===== src/rve_ram.sv =====
// Generic single-write, single-read RAM with registered read data.
// No dependencies.
`default_nettype none
module rve_ram #(
    parameter int WIDTH = 8,
    parameter int DEPTH = 256
) (
    input  wire logic                     i_clk,
    input  wire logic                     i_we,
    input  wire logic [$clog2(DEPTH)-1:0] i_waddr,
    input  wire logic [WIDTH-1:0]         i_wdata,
    input  wire logic                     i_re,
    input  wire logic [$clog2(DEPTH)-1:0] i_raddr,
    output logic      [WIDTH-1:0]         o_rdata
);
    logic [WIDTH-1:0] r_mem [DEPTH];
    logic [WIDTH-1:0] r_q;

    always_ff @(posedge i_clk) begin
        if (i_we) begin
            r_mem[i_waddr] <= i_wdata;
        end
        if (i_re) begin
            r_q <= r_mem[i_raddr];
        end
    end

    assign o_rdata = r_q;
endmodule
`default_nettype wire


===== config.mk =====
export PLATFORM = sky130hd
export DESIGN_NAME = rve_ram
export DESIGN_NICKNAME = d
export VERILOG_FILES = /design/src/rve_ram.sv
export SDC_FILE = /design/constraint.sdc
export NUM_CORES = 2
export LEC_CHECK = 0
export ABC_CLOCK_PERIOD_IN_PS = 3100
export BUFFER_PORTS_ARGS = -buffer_cell sky130_fd_sc_hd__clkbuf_2
export CORE_MARGIN = 10
export CORE_UTILIZATION = 28
export DETAILED_ROUTE_END_ITERATION = 12
export PLACE_DENSITY_LB_ADDON = 0.1
export SLEW_MARGIN = 20
export SYNTH_ARGS = -nofsm -noshare
export SYNTH_HDL_FRONTEND = slang
export SYNTH_SLANG_ARGS = --single-unit

===== constraint.sdc =====
create_clock -name i_clk -period 3.1 [get_ports i_clk]
set_clock_uncertainty 0.05 [all_clocks]
set_input_delay 0.465 -clock i_clk [delete_from_list [all_inputs] [get_ports i_clk]]
set_output_delay 0.465 -clock i_clk [all_outputs]
set_load 0.02 [all_outputs]

==> impl_metrics.toml <==
[grt]
met3_usage = 0.0193
groute.usage.overall = 0.155
busiest_layer = "met2"
grt_pass1_wl_um = 342000
met2_usage = 0.245
grt.met1_usage = 0.225
grt_overflow = 0
grt_max_degree = 87
antenna_found_initial = 25
grt_pass1_vias = 42100

[worst_setup_path]
r2r_slack_ps = 250
worstSetupStartpoint = "i_raddr[0]"
worstPathArrival_ps = 3450
cp_max_fo = 21
endpoint_kind = "flip-flop"
start_kind = "primary input"
criticalPathCategory = "in -> reg"
rr_worst_depth = 5
worstPathRequired_ps = 3620
r2r_end = "o_rdata[7]"
reg2reg_from = "r_mem[51][7]"

[placed_design]
dp_worst_setup_slack_ps = -639
port_buffers = 34
placed_cells = 7976
postPlaceCellArea_mm2 = 0.0896
place_congestion = 0.766
dp_hpwl_um = 159000

[floorplanning]
io_pins = 35
core_mm2 = 0.283
start_util = 0.282
std_cell_rows = 195
die_height_um = 553
dieArea_mm2 = 0.306
fp.dieW_um = 553

[cts]
cts_setup_buffers = 0
cts_made_buffers = 236
clkLatencyLatePin_ps = 900
cts_buffer_depth = 4
clkTransAtPathRegs_ps = 60
cts_tree = "built"
cts_num_sinks = 2056
hold_buffers = 5
root_buffer = "clkbuf_16"
h-tree-depth = 4
cts_resized = 0

[logic_synthesis]
synth.area.top_cells = "edfxtp_1 (78%), mux4_2 (13%), mux2i_1 (1.7%)"
synth.most_common_cell = "edfxtp_1"
synthCells = 3733
ys_warn_count = 0
yosys-top-cells-count = "edfxtp_1 (2056), mux4_2 (454), nor2_1 (282), mux2i_1 (134), a22oi_1 (133)"
yosysSeqAreaShare = 0.775
post_synth.cell_area_avg_um2 = 21.3
ys_types = 54
synth_flop_cell = "edfxtp_1"
yosysTopAreaCell = "edfxtp_1"
syn_area_mm2 = 0.0796
synth_edf_count = 2056
synth_fp_nets = 3760
async_flop_share = 0
ys_ff_latch = 2056
synth_top_area_frac = 0.775

[detailed_routing]
drt-total-wl_um = 244000
drc = 0
ant_nets = 0
routedWlPerCell_um = 29.0
drt_first_pass_iters = 5
drt_iter0_markers = 3638
vias_per_cell = 4.78
num_vias = 40200

[pwr]
ir_drop_mv = 0.548
leakage_nw = 30.9
p_comb_frac = 0.057
p_int_mw = 46.9
power_mw = 60.4
p_seq_frac = 0.509
p_sw_mw = 13.4
p_per_area_mw_per_mm2 = 623
p_sw_frac = 0.222
clkPwrFrac = 0.434

[worst_hold_path]
hold_path_class = "in -> reg"
hold_depth = 1
hold_end = "r_mem[144][6]"
min-delay-start = "i_wdata[6]"

[timing]
finalSetupViolCount = 0
fmaxAchievable_ghz = 0.342
fin_ws_ps = 172
rsz0062_at_grt = "false"
fin_crit_ps = 2930
finalHoldViolCount = 0
fin_tns_setup_ps = 0
slew_violations = 0
fin_crit_sh = 0.944
tightest_slew_ps = 1110
maxSlewHeadroom = 0.250

[layout]
final_cell_count_no_fill = 8408
num-nets-final = 4503
area_growth_pct = 21.7
fin_area_mm2 = 0.0969
drive_gt1_frac = 0.327

[run_status]
status = "completed"

[job]
drv_cap = 0
power groups by stage:
stage | Sequential, mW | Combinational (mW) | Clock (mW)
after global placement | 31.3 | 3.51 | 0
after CTS | 30.7 | 3.53 | 27.1
final | 30.7 | 3.43 | 26.2
after floorplan | 31.3 | 1.49 | 0
after global routing | 30.7 | 3.67 | 28.2
after detailed placement | 31.3 | 3.52 | 0
cell families after synthesis:
logic type      Yosys count  synth area share
flops                  2056             0.775
buf+inv                 235            0.0183
simple gates            466            0.0263
mux                     591             0.146
compound gates          385            0.0342
metrics by stage:
stage	util	hold WS (ps)
2_1_floorplan	-	514
3_3_place_gp	0.317	884
3_5_place_dp	0.317	885
4_1_cts	0.343	0.870
5_1_grt	0.343	11.5
6_report	0.343	2.09
layer usage:
metal,part of all wire,vias to the layer above
met1,0.47,21800
met4,0.027,2
met2,0.46,923
met3,0.041,316
met5,0.000053,-
li1,-,17200
worst max path at each step:
| stage | to | slack (ps) | cells past startpoint |
|---|---|---|---|
| floorplan | o_rdata[2] | 510 | 9 |
| global placement | o_rdata[4] | -740 | 9 |
| detailed placement | o_rdata[7] | -640 | 9 |
| CTS | o_rdata[3] | 230 | 8 |
| global route | o_rdata[4] | 170 | 9 |
| finish | o_rdata[7] | 170 | 9 |
cell usage in the layout, fill, tap and decap left out, types with 11 or more instances in the layout:
cell type	n
a21oi_1	96
buf_4	611
nand2_1	33
buf_12	90
nor2b_1	28
nor2_1	279
o221ai_1	46
a221oi_1	13
o22ai_1	28
clkinv_1	67
nor3_1	22
nor4_1	23
edfxtp_1	2056
nand3_1	25
clkbuf_16	238
mux2i_1	134
a211oi_1	16
bufinv_16	11
mux4_2	454
a22oi_1	133
clkbuf_2	21
clkbuf_1	53
clkinv_2	40
state kept, by name (all words and copies together) (netlist names):
| signal | count |
|---|---|
| o_rdata | 8 |
| r_mem | 2048 |
area by class of cell:
cell class,count,area [um^2]
flip-flops and latches,2056,61700
diodes,4,10.0
repair buffers,738,6700
inverters,2,7.51
multi-input cells,1442,16500
clock buffers,291,6150
fillers,26500,186000
well taps,3743,4680
clock inverters,132,1050
worst max-delay path, cell delays in order:
cell,delay (ps)
buf_8,210
buf_4,180
buf_12,210
buf_4,270
mux4_2,570
a22oi_1,310
a21oi_1,140
nor4_1,860
nor4_1,160
Power figures use the tool's default switching activity.
